$ cat config.mk
export PLATFORM = sky130hd
export DESIGN_NAME = battery_undervoltage_cutoff_flat
export DESIGN_NICKNAME = d
export VERILOG_FILES = /design/src/sv/bvc_pkg.sv /design/src/sv/bvc_in_if.sv /design/src/sv/bvc_out_if.sv /design/src/sv/battery_undervoltage_cutoff.sv /design/src/flat_wrapper.sv
export SDC_FILE = /design/constraint.sdc
export NUM_CORES = 1
export LEC_CHECK = 0
export ABC_AREA = 1
export BUFFER_PORTS_ARGS = -buffer_cell sky130_fd_sc_hd__buf_2
export CORE_MARGIN = 5
export CORE_UTILIZATION = 55
export DETAILED_ROUTE_END_ITERATION = 7
export HOLD_SLACK_MARGIN = 0.03
export MAX_ROUTING_LAYER = met4
export PLACE_DENSITY_LB_ADDON = 0.08
export SETUP_SLACK_MARGIN = 0.4
export SLEW_MARGIN = 20
export SYNTH_ARGS = -nofsm -noshare
export SYNTH_HDL_FRONTEND = slang
export SYNTH_SLANG_ARGS = --single-unit
$ cat constraint.sdc
create_clock -name clk -period 8.15 [get_ports clk]
set_input_delay 0 -clock clk [delete_from_list [all_inputs] [get_ports clk]]
set_output_delay 0 -clock clk [all_outputs]
set_load 0.03 [all_outputs]
$ cat src/sv/bvc_pkg.sv
// ----------------------------------------------------------------------------
// bvc_pkg: shared types and constants for the battery undervoltage cutoff
// Payload types, request codes, register map and fixed-point scaling constants.
// ----------------------------------------------------------------------------
package bvc_pkg;

    // group size and alarm length
    localparam int unsigned SAMPLES_PER_AVERAGE = 250;
    localparam int unsigned BEEP_LIMIT          = 16;

    // field and state widths
    localparam int unsigned SAMPLE_W    = 10;
    localparam int unsigned SUM_W       = 18;
    localparam int unsigned COUNT_W     = 8;
    localparam int unsigned VOLT_W      = 12;
    localparam int unsigned THRESHOLD_W = 11;
    localparam int unsigned BEEP_W      = 5;

    // converter full scale: 5 V * 6 divider * 100 -> 10 mV units over 1024 codes
    localparam int unsigned FULL_SCALE_NUM = 5 * 6 * 100;
    localparam int unsigned FULL_SCALE_DEN = 1024;

    // voltage = floor(sum * NUM / (DEN * N)), done as a multiply by a rounded-up
    // reciprocal; the shift is wide enough for the result to be exact over the sum range
    localparam logic [63:0] VOLT_DEN =
        64'(FULL_SCALE_DEN) * 64'(SAMPLES_PER_AVERAGE);
    localparam int unsigned VOLT_SHIFT = SUM_W + $clog2(VOLT_DEN + 64'd1);
    localparam logic [63:0] VOLT_MUL =
        ((64'd1 << VOLT_SHIFT) * 64'(FULL_SCALE_NUM) + VOLT_DEN - 64'd1) / VOLT_DEN;
    localparam int unsigned PROD_W = VOLT_SHIFT + VOLT_W;

    // configuration port
    localparam int unsigned PADDR_W = 2;
    localparam int unsigned PDATA_W = 32;
    localparam logic [PADDR_W-1:0] REG_THRESHOLD_ADDR = 2'd0;
    localparam logic [THRESHOLD_W-1:0] THRESHOLD_RESET = 11'd1070;

    typedef enum logic
    {
        REQ_SAMPLE = 1'b0,
        REQ_TICK   = 1'b1
    } req_type_t;

    typedef struct packed
    {
        req_type_t           req_type;
        logic [SAMPLE_W-1:0] sample;
    } in_item_t;

    typedef struct packed
    {
        logic              report;
        logic [VOLT_W-1:0] voltage;
        logic              low_battery;
        logic              beep;
        logic [BEEP_W-1:0] beeps_done;
        logic              cutoff;
    } out_item_t;

endpackage

$ cat src/sv/bvc_in_if.sv
// ----------------------------------------------------------------------------
// bvc_in_if: request channel
// Carries converter samples and alarm timer ticks with a valid/ready handshake.
// ----------------------------------------------------------------------------
interface bvc_in_if;
    logic             valid;
    logic             ready;
    bvc_pkg::in_item_t item;

    modport source (output valid, output item, input ready);
    modport sink   (input valid, input item, output ready);
endinterface

$ cat src/sv/bvc_out_if.sv
// ----------------------------------------------------------------------------
// bvc_out_if: result channel
// Carries voltage reports and alarm results with a valid/ready handshake.
// ----------------------------------------------------------------------------
interface bvc_out_if;
    logic              valid;
    logic              ready;
    bvc_pkg::out_item_t item;

    modport source (output valid, output item, input ready);
    modport sink   (input valid, input item, output ready);
endinterface

$ cat src/sv/battery_undervoltage_cutoff.sv
// ----------------------------------------------------------------------------
// battery_undervoltage_cutoff: averaged battery voltage monitor with alarm
// Sums converter samples in groups, reports the scaled voltage, arms a beep
// alarm at or below the threshold and latches cutoff after the last beep.
// ----------------------------------------------------------------------------
//
//  channel | dir | handshake          | payload
//  --------+-----+--------------------+------------------------------------------
//  req     | in  | valid/ready        | req_type, sample
//  rsp     | out | valid/ready        | report, voltage, low_battery, beep,
//          |     |                    | beeps_done, cutoff
//  apb     | in  | psel/penable/pready| threshold at byte address 0
//
//  one transfer per cycle sustained on req while rsp does not stall; every item
//  is held in the input register, and its result goes through the add, constant
//  multiply and threshold compare into the result register
//  rst_n clears the accumulator, alarm state, cutoff latch and both valid flags;
//  threshold resets to 1070
//  a stall on rsp holds the result register and fills the input register, then
//  drops req.ready; items that give no result still wait their turn
//
module battery_undervoltage_cutoff
(
    input  logic                         clk,
    input  logic                         rst_n,
    bvc_in_if.sink                       req,
    bvc_out_if.source                    rsp,
    input  logic                         psel,
    input  logic                         penable,
    input  logic                         pwrite,
    input  logic [bvc_pkg::PADDR_W-1:0]  paddr,
    input  logic [bvc_pkg::PDATA_W-1:0]  pwdata,
    output logic [bvc_pkg::PDATA_W-1:0]  prdata,
    output logic                         pready
);
    import bvc_pkg::*;

    // configuration
    logic [THRESHOLD_W-1:0] threshold_reg;

    // input stage
    logic     in_vld_reg;
    logic     in_vld_next;
    in_item_t in_item_reg;

    // block state
    logic [SUM_W-1:0]   sum_reg;
    logic [SUM_W-1:0]   sum_next;
    logic [COUNT_W-1:0] count_reg;
    logic [COUNT_W-1:0] count_next;
    logic               armed_reg;
    logic               armed_next;
    logic [BEEP_W-1:0]  beep_cnt_reg;
    logic [BEEP_W-1:0]  beep_cnt_next;
    logic               cut_reg;
    logic               cut_next;

    // result stage
    logic      out_vld_reg;
    logic      out_vld_next;
    out_item_t out_item_reg;
    out_item_t res_item;
    logic      res_valid;

    // datapath
    logic               advance;
    logic               fire;
    logic               req_xfer;
    logic [SUM_W-1:0]   sum_add;
    logic [COUNT_W-1:0] count_add;
    logic               group_done;
    logic [PROD_W-1:0]  volt_prod;
    logic [VOLT_W-1:0]  volt;
    logic               volt_low;

    // ---------------------------------------------------------------- apb
    assign pready = 1'b1;

    always_comb
    begin
        prdata = '0;
        if (paddr == REG_THRESHOLD_ADDR)
        begin
            prdata = PDATA_W'(threshold_reg);
        end
    end

    always_ff @(posedge clk or negedge rst_n)
    begin
        if (!rst_n)
        begin
            threshold_reg <= THRESHOLD_RESET;
        end
        else if (psel && penable && pwrite && pready && (paddr == REG_THRESHOLD_ADDR))
        begin
            threshold_reg <= pwdata[THRESHOLD_W-1:0];
        end
    end

    // ---------------------------------------------------------------- handshake
    // the pipeline moves whenever the result register is empty or being drained
    assign advance   = !out_vld_reg || rsp.ready;
    assign fire      = in_vld_reg && advance;
    assign req.ready = !in_vld_reg || advance;
    assign req_xfer  = req.valid && req.ready;

    always_comb
    begin
        in_vld_next = in_vld_reg;
        if (req_xfer)
        begin
            in_vld_next = 1'b1;
        end
        else if (fire)
        begin
            in_vld_next = 1'b0;
        end
    end

    // ---------------------------------------------------------------- voltage
    assign sum_add    = sum_reg + SUM_W'(in_item_reg.sample);
    assign count_add  = count_reg + COUNT_W'(1);
    assign group_done = (count_add >= COUNT_W'(SAMPLES_PER_AVERAGE));

    // constant multiply by the scaled reciprocal, truncated by the shift
    assign volt_prod = PROD_W'(sum_add) * PROD_W'(VOLT_MUL);
    assign volt      = volt_prod[VOLT_SHIFT +: VOLT_W];
    assign volt_low  = (volt <= VOLT_W'(threshold_reg));

    // ---------------------------------------------------------------- item logic
    always_comb
    begin
        sum_next      = sum_reg;
        count_next    = count_reg;
        armed_next    = armed_reg;
        beep_cnt_next = beep_cnt_reg;
        cut_next      = cut_reg;
        res_valid     = 1'b0;
        res_item      = '0;

        // after cutoff every item is dropped without touching state
        if (fire && !cut_reg)
        begin
            case (in_item_reg.req_type)
                REQ_SAMPLE:
                begin
                    if (group_done)
                    begin
                        sum_next   = '0;
                        count_next = '0;
                        armed_next = volt_low;
                        if (!volt_low)
                        begin
                            beep_cnt_next = '0;
                        end
                        res_valid            = 1'b1;
                        res_item.report      = 1'b1;
                        res_item.voltage     = volt;
                        res_item.low_battery = volt_low;
                        res_item.beeps_done  = volt_low ? beep_cnt_reg : '0;
                    end
                    else
                    begin
                        sum_next   = sum_add;
                        count_next = count_add;
                    end
                end
                REQ_TICK:
                begin
                    // ticks only count while the alarm is armed
                    if (armed_reg)
                    begin
                        res_valid            = 1'b1;
                        res_item.low_battery = 1'b1;
                        if (beep_cnt_reg < BEEP_W'(BEEP_LIMIT))
                        begin
                            beep_cnt_next       = beep_cnt_reg + BEEP_W'(1);
                            res_item.beep       = 1'b1;
                            res_item.beeps_done = beep_cnt_reg + BEEP_W'(1);
                        end
                        else
                        begin
                            // last beep already given: open the relay
                            cut_next            = 1'b1;
                            res_item.cutoff     = 1'b1;
                            res_item.beeps_done = beep_cnt_reg;
                        end
                    end
                end
                default:
                begin
                    res_valid = 1'b0;
                end
            endcase
        end
    end

    always_comb
    begin
        out_vld_next = out_vld_reg;
        if (fire)
        begin
            out_vld_next = res_valid;
        end
        else if (rsp.ready)
        begin
            out_vld_next = 1'b0;
        end
    end

    // ---------------------------------------------------------------- registers
    always_ff @(posedge clk or negedge rst_n)
    begin
        if (!rst_n)
        begin
            in_vld_reg   <= 1'b0;
            out_vld_reg  <= 1'b0;
            sum_reg      <= '0;
            count_reg    <= '0;
            armed_reg    <= 1'b0;
            beep_cnt_reg <= '0;
            cut_reg      <= 1'b0;
        end
        else
        begin
            in_vld_reg   <= in_vld_next;
            out_vld_reg  <= out_vld_next;
            sum_reg      <= sum_next;
            count_reg    <= count_next;
            armed_reg    <= armed_next;
            beep_cnt_reg <= beep_cnt_next;
            cut_reg      <= cut_next;
        end
    end

    // payload registers, no reset
    always_ff @(posedge clk)
    begin
        if (req_xfer)
        begin
            in_item_reg <= req.item;
        end
        if (fire && res_valid)
        begin
            out_item_reg <= res_item;
        end
    end

    assign rsp.valid = out_vld_reg;
    assign rsp.item  = out_item_reg;

    // ---------------------------------------------------------------- checks
`ifndef SYNTHESIS
    // cutoff is only given once the full beep count has been reached
    a_cutoff_after_beeps: assert property (@(posedge clk) disable iff (!rst_n)
        (rsp.valid && rsp.item.cutoff) |-> (rsp.item.beeps_done == BEEP_W'(BEEP_LIMIT)))
        else $error("cutoff result before all beeps were given");

    // the cutoff latch never releases without a reset
    a_cut_sticky: assert property (@(posedge clk) disable iff (!rst_n)
        cut_reg |=> cut_reg)
        else $error("cutoff latch cleared");

    // beep counter stays within the limit
    a_beep_bound: assert property (@(posedge clk) disable iff (!rst_n)
        beep_cnt_reg <= BEEP_W'(BEEP_LIMIT))
        else $error("beep count above limit");

    // the sample counter restarts before reaching the group size
    a_count_bound: assert property (@(posedge clk) disable iff (!rst_n)
        count_reg < COUNT_W'(SAMPLES_PER_AVERAGE))
        else $error("sample count reached group size");

    // a voltage report never carries alarm events
    a_report_clean: assert property (@(posedge clk) disable iff (!rst_n)
        (rsp.valid && rsp.item.report) |-> (!rsp.item.beep && !rsp.item.cutoff))
        else $error("report result carries beep or cutoff");
`endif

endmodule
$ cat src/flat_wrapper.sv
// flat-port wrapper written by rule: the top's interface ports become plain ports
module battery_undervoltage_cutoff_flat import bvc_pkg::*;
  (clk, rst_n, psel, penable, pwrite, paddr, pwdata, prdata, pready, req_valid, req_item, req_ready, rsp_valid, rsp_item, rsp_ready);
  bvc_in_if req_i ();
  bvc_out_if rsp_i ();
  input  logic clk;
  input  logic rst_n;
  input  logic psel;
  input  logic penable;
  input  logic pwrite;
  input  logic [bvc_pkg::PADDR_W-1:0] paddr;
  input  logic [bvc_pkg::PDATA_W-1:0] pwdata;
  output logic [bvc_pkg::PDATA_W-1:0] prdata;
  output logic pready;
  input wire logic [$bits(req_i.valid)-1:0] req_valid;
  input wire logic [$bits(req_i.item)-1:0] req_item;
  output wire logic [$bits(req_i.ready)-1:0] req_ready;
  output wire logic [$bits(rsp_i.valid)-1:0] rsp_valid;
  output wire logic [$bits(rsp_i.item)-1:0] rsp_item;
  input wire logic [$bits(rsp_i.ready)-1:0] rsp_ready;
  assign req_i.valid = req_valid;
  assign req_i.item = req_item;
  assign req_ready = req_i.ready;
  assign rsp_valid = rsp_i.valid;
  assign rsp_item = rsp_i.item;
  assign rsp_i.ready = rsp_ready;
  battery_undervoltage_cutoff u_core (.clk(clk), .rst_n(rst_n), .req(req_i), .rsp(rsp_i), .psel(psel), .penable(penable), .pwrite(pwrite), .paddr(paddr), .pwdata(pwdata), .prdata(prdata), .pready(pready));
endmodule
==> impl_metrics.env <==
export IMPL_vias=4431
export IMPL_fmax_mhz=188
export IMPL_ys_types=44
export IMPL_die_w_um=108
export IMPL_timing_rr_start="u_core.sum_reg[0]"
export IMPL_drive_above_1_share_pct=15.8
export IMPL_p_leak_nw=2.99
export IMPL_clockBufferDepth=2
export IMPL_finalPower_mw=0.932
export IMPL_max_slew_margin_pct=38.6
export IMPL_wire_per_inst_um=12.8
export IMPL_drtIter0Drc=128
export IMPL_fp_row_count=35
export IMPL_via_per_inst=5.01
export IMPL_gr_total_overflow=0
export IMPL_die_h_um=108
export IMPL_p_int_mw=0.656
export IMPL_grt_pass1_vias=4314
export IMPL_setup_tns_ps=0
export IMPL_crit_slowest_cell="o21ai_0"
export IMPL_fin_crit_sh_pct=65.3
export IMPL_start_util_pct=56.9
export IMPL_drc_errors=0
export IMPL_post_dp_cell_area_mm2=0.00565
export IMPL_crit_type="reg -> reg"
export IMPL_area_growth_synth_to_final_pct=16.0
export IMPL_netSwitchingPower_mw=0.276
export IMPL_synth_seq_area_share_pct=40.1
export IMPL_final_max_slew_viol_count=0
export IMPL_grt_pass1_wl_um=19200
export IMPL_p_comb_share_pct=20.6
export IMPL_crit_arrival_ps=5530
export IMPL_wl_um=11300
export IMPL_gp_routability_congestion=0.900
export IMPL_path_max_fanout=6
export IMPL_worstSkewPairLatency_ps=360
export IMPL_netlist_area_mm2=0.00528
export IMPL_postRouteAntennaNets=0
export IMPL_crit_family="simple AND/OR/NAND/NOR gates"
export IMPL_cts_clk_slew_worst_paths_ps=90
export IMPL_cts_max_level=3
export IMPL_r2r_setup_slack_ps=2830
export IMPL_n_antenna_cell=0
export IMPL_hp_class="in -> async"
export IMPL_rsz0062_at_grt="false"
export IMPL_cts_buffers_inserted=9
export IMPL_synth_seq_cells=78
export IMPL_synthCells=658
export IMPL_power_density_mw_per_mm2=152
export IMPL_synth_edff_count=32
export IMPL_reg2reg_depth=28
export IMPL_synthFlopType="dfrtp_1"
export IMPL_numClockSinks=78
export IMPL_gr_usage_all_layers_pct=20.9
export IMPL_crit_path_frequent_cell="inv_1"
export IMPL_r2r_end="u_core.rsp.item[4]"
export IMPL_worstMarginPinSlew_ps=920
export IMPL_status="finished clean"
export IMPL_ir_drop_v=0.0000979
export IMPL_final_setup_viol_count=0
export IMPL_seq_power_share_pct=46.4
export IMPL_maxCapViolCount=0
export IMPL_endpoint_kind="register"
export IMPL_port_buffers=64
export IMPL_async_flop_share_pct=59.0
export IMPL_cts_setup_buffers=0
export IMPL_firstDrtPassIters=5
export IMPL_die_area_mm2=0.0117
export IMPL_nets=842
export IMPL_post_route_util_pct=66.0
export IMPL_root_buffer="clkbuf_8"
export IMPL_pwr_share_clk_pct=33.0
export IMPL_largest_reg_flops=21
export IMPL_ios=108
export IMPL_syn_area_per_cell_um2=8.03
export IMPL_core_area_mm2=0.00928
export IMPL_antenna_found_initial=0
export IMPL_switching_share_pct=29.6
export IMPL_cp_start_kind="register"
export IMPL_cts_tree="yes"
export IMPL_skew_ps=17.5
export IMPL_dp_hpwl_um=8510
export IMPL_slowest_delay_ps=690
export IMPL_path_buf_inv=7
export IMPL_period_needed_ps=5320
export IMPL_finalInstanceArea_mm2=0.00613
export IMPL_yosys_warnings=0
export IMPL_grt_max_degree=47
export IMPL_worstPathRequired_ps=8360
export IMPL_hold_violations=0
[cell usage in the layout, fill, tap and decap left out, drive strengths merged]
| master | n |
|---|---|
| nor2 | 83 |
| xnor2 | 6 |
| o21ai | 20 |
| nand3b | 4 |
| edfxtp | 32 |
| inv | 102 |
| or2 | 2 |
| nand4 | 21 |
| o21bai | 3 |
| nor4 | 2 |
| ha | 39 |
| a211oi | 1 |
| a31oi | 5 |
| a21oi | 47 |
| a22o | 6 |
| clkinv | 4 |
| a21boi | 1 |
| nor3 | 4 |
| o211ai | 1 |
| o22ai | 10 |
| nor3b | 1 |
| clkbuf | 11 |
| nand3 | 30 |
| and2 | 1 |
| fa | 1 |
| dlygate4sd3 | 27 |
| buf | 66 |
| dfrtp | 41 |
| xor2 | 17 |
| dfstp | 5 |
| bufinv | 1 |
| nand2 | 139 |
| conb | 22 |
[through the flow]
step / instances / worst slack [ps] / hold slack [ps]
2_1_floorplan: 678 / 3830 / -296
3_3_place_gp: 841 / 2990 / 146
3_5_place_dp: 841 / 2840 / 151
4_1_cts: 884 / 2790 / 289
5_1_grt: 884 / 2270 / 317
6_report: 884 / 2830 / 260
[final cells by class]
type                            instances  area, µm²
Multi-Input combinational cell        466       2650
Clock buffer                           11        153
Fill cell                             826       3160
Clock inverter                          5       56.3
Timing Repair Buffer                   93        606
Sequential cell                        78       2120
Tap cell                              129        161
Inverter                              102        383
[tightest hold or removal path, cell delays in order]
cell	delay, ps
dlygate4sd3_1	520
buf_2	90
buf_4	480
[synth_stat cells (6+ instances only)]
| master | n | area (µm²) |
|---|---|---|
| inv_1 | 96 | 360 |
| nand4_1 | 21 | 131 |
| o22ai_1 | 10 | 62.6 |
| nor2_1 | 80 | 300 |
| ha_1 | 39 | 488 |
| a22o_1 | 6 | 52.6 |
| clkbuf_1 | 7 | 26.3 |
| buf_4 | 22 | 165 |
| xor2_1 | 16 | 140 |
| nand3_1 | 24 | 120 |
| xnor2_1 | 6 | 52.6 |
| dfrtp_1 | 41 | 1030 |
| nand2_2 | 8 | 50.1 |
| o21ai_0 | 16 | 80.1 |
| edfxtp_1 | 32 | 961 |
| a21oi_1 | 45 | 225 |
| nand2_1 | 129 | 484 |
[kinds of logic after synthesis]
logic type / after synthesis / share of synthesized area (%)
XOR/XNOR: 23 / 3.95
flip-flops: 78 / 40.1
other: 2 / 0.142
adder cells (fa/ha/maj): 40 / 9.61
AND/OR/NAND/NOR: 287 / 24.5
AO/OA/AOI/OAI: 94 / 10.6
buffers and inverters: 134 / 11.2
[metal layers]
metal  track usage [%]  vias up  part of all wire, %
li1                  -     2294                    -
met1              26.0     2045                   46
met2              35.5       85                   49
met3              3.76        7                  4.1
met4              5.14        0                 0.78
met5                 -        -                    0
[worst max path at each step]
| stage | start | endpoint | slack (ps) | cells past startpoint |
|---|---|---|---|---|
| 2_1_floorplan | u_core.sum_reg[0] | u_core.rsp.item[1] | 3830 | 28 |
| 3_3_place_gp | u_core.sum_reg[0] | u_core.rsp.item[4] | 2990 | 28 |
| 3_5_place_dp | u_core.sum_reg[0] | u_core.rsp.item[4] | 2840 | 28 |
| 4_1_cts | u_core.sum_reg[0] | u_core.rsp.item[4] | 2790 | 28 |
| 5_1_grt | u_core.sum_reg[0] | u_core.rsp.item[4] | 2270 | 29 |
| 6_report | u_core.sum_reg[0] | u_core.rsp.item[4] | 2830 | 28 |
[power groups by stage]
| stage | clock network (mW) | logic (mW) | registers (mW) |
|---|---|---|---|
| 5_1_grt | 0.330 | 0.221 | 0.434 |
| 3_3_place_gp | 0 | 0.178 | 0.441 |
| 4_1_cts | 0.314 | 0.193 | 0.433 |
| 2_1_floorplan | 0 | 0.148 | 0.439 |
| 6_report | 0.307 | 0.192 | 0.433 |
| 3_5_place_dp | 0 | 0.182 | 0.441 |
[timing repair]
| action | CTS | global route |
|---|---|---|
| hold endpoints to repair | 65 | 0 |
| hold buffers | 27 | 0 |
| endpoints found under the setup margin | 0 | 0 |
| resized for setup | 0 | 0 |
Note: power is estimated with default switching activity, not from simulation.
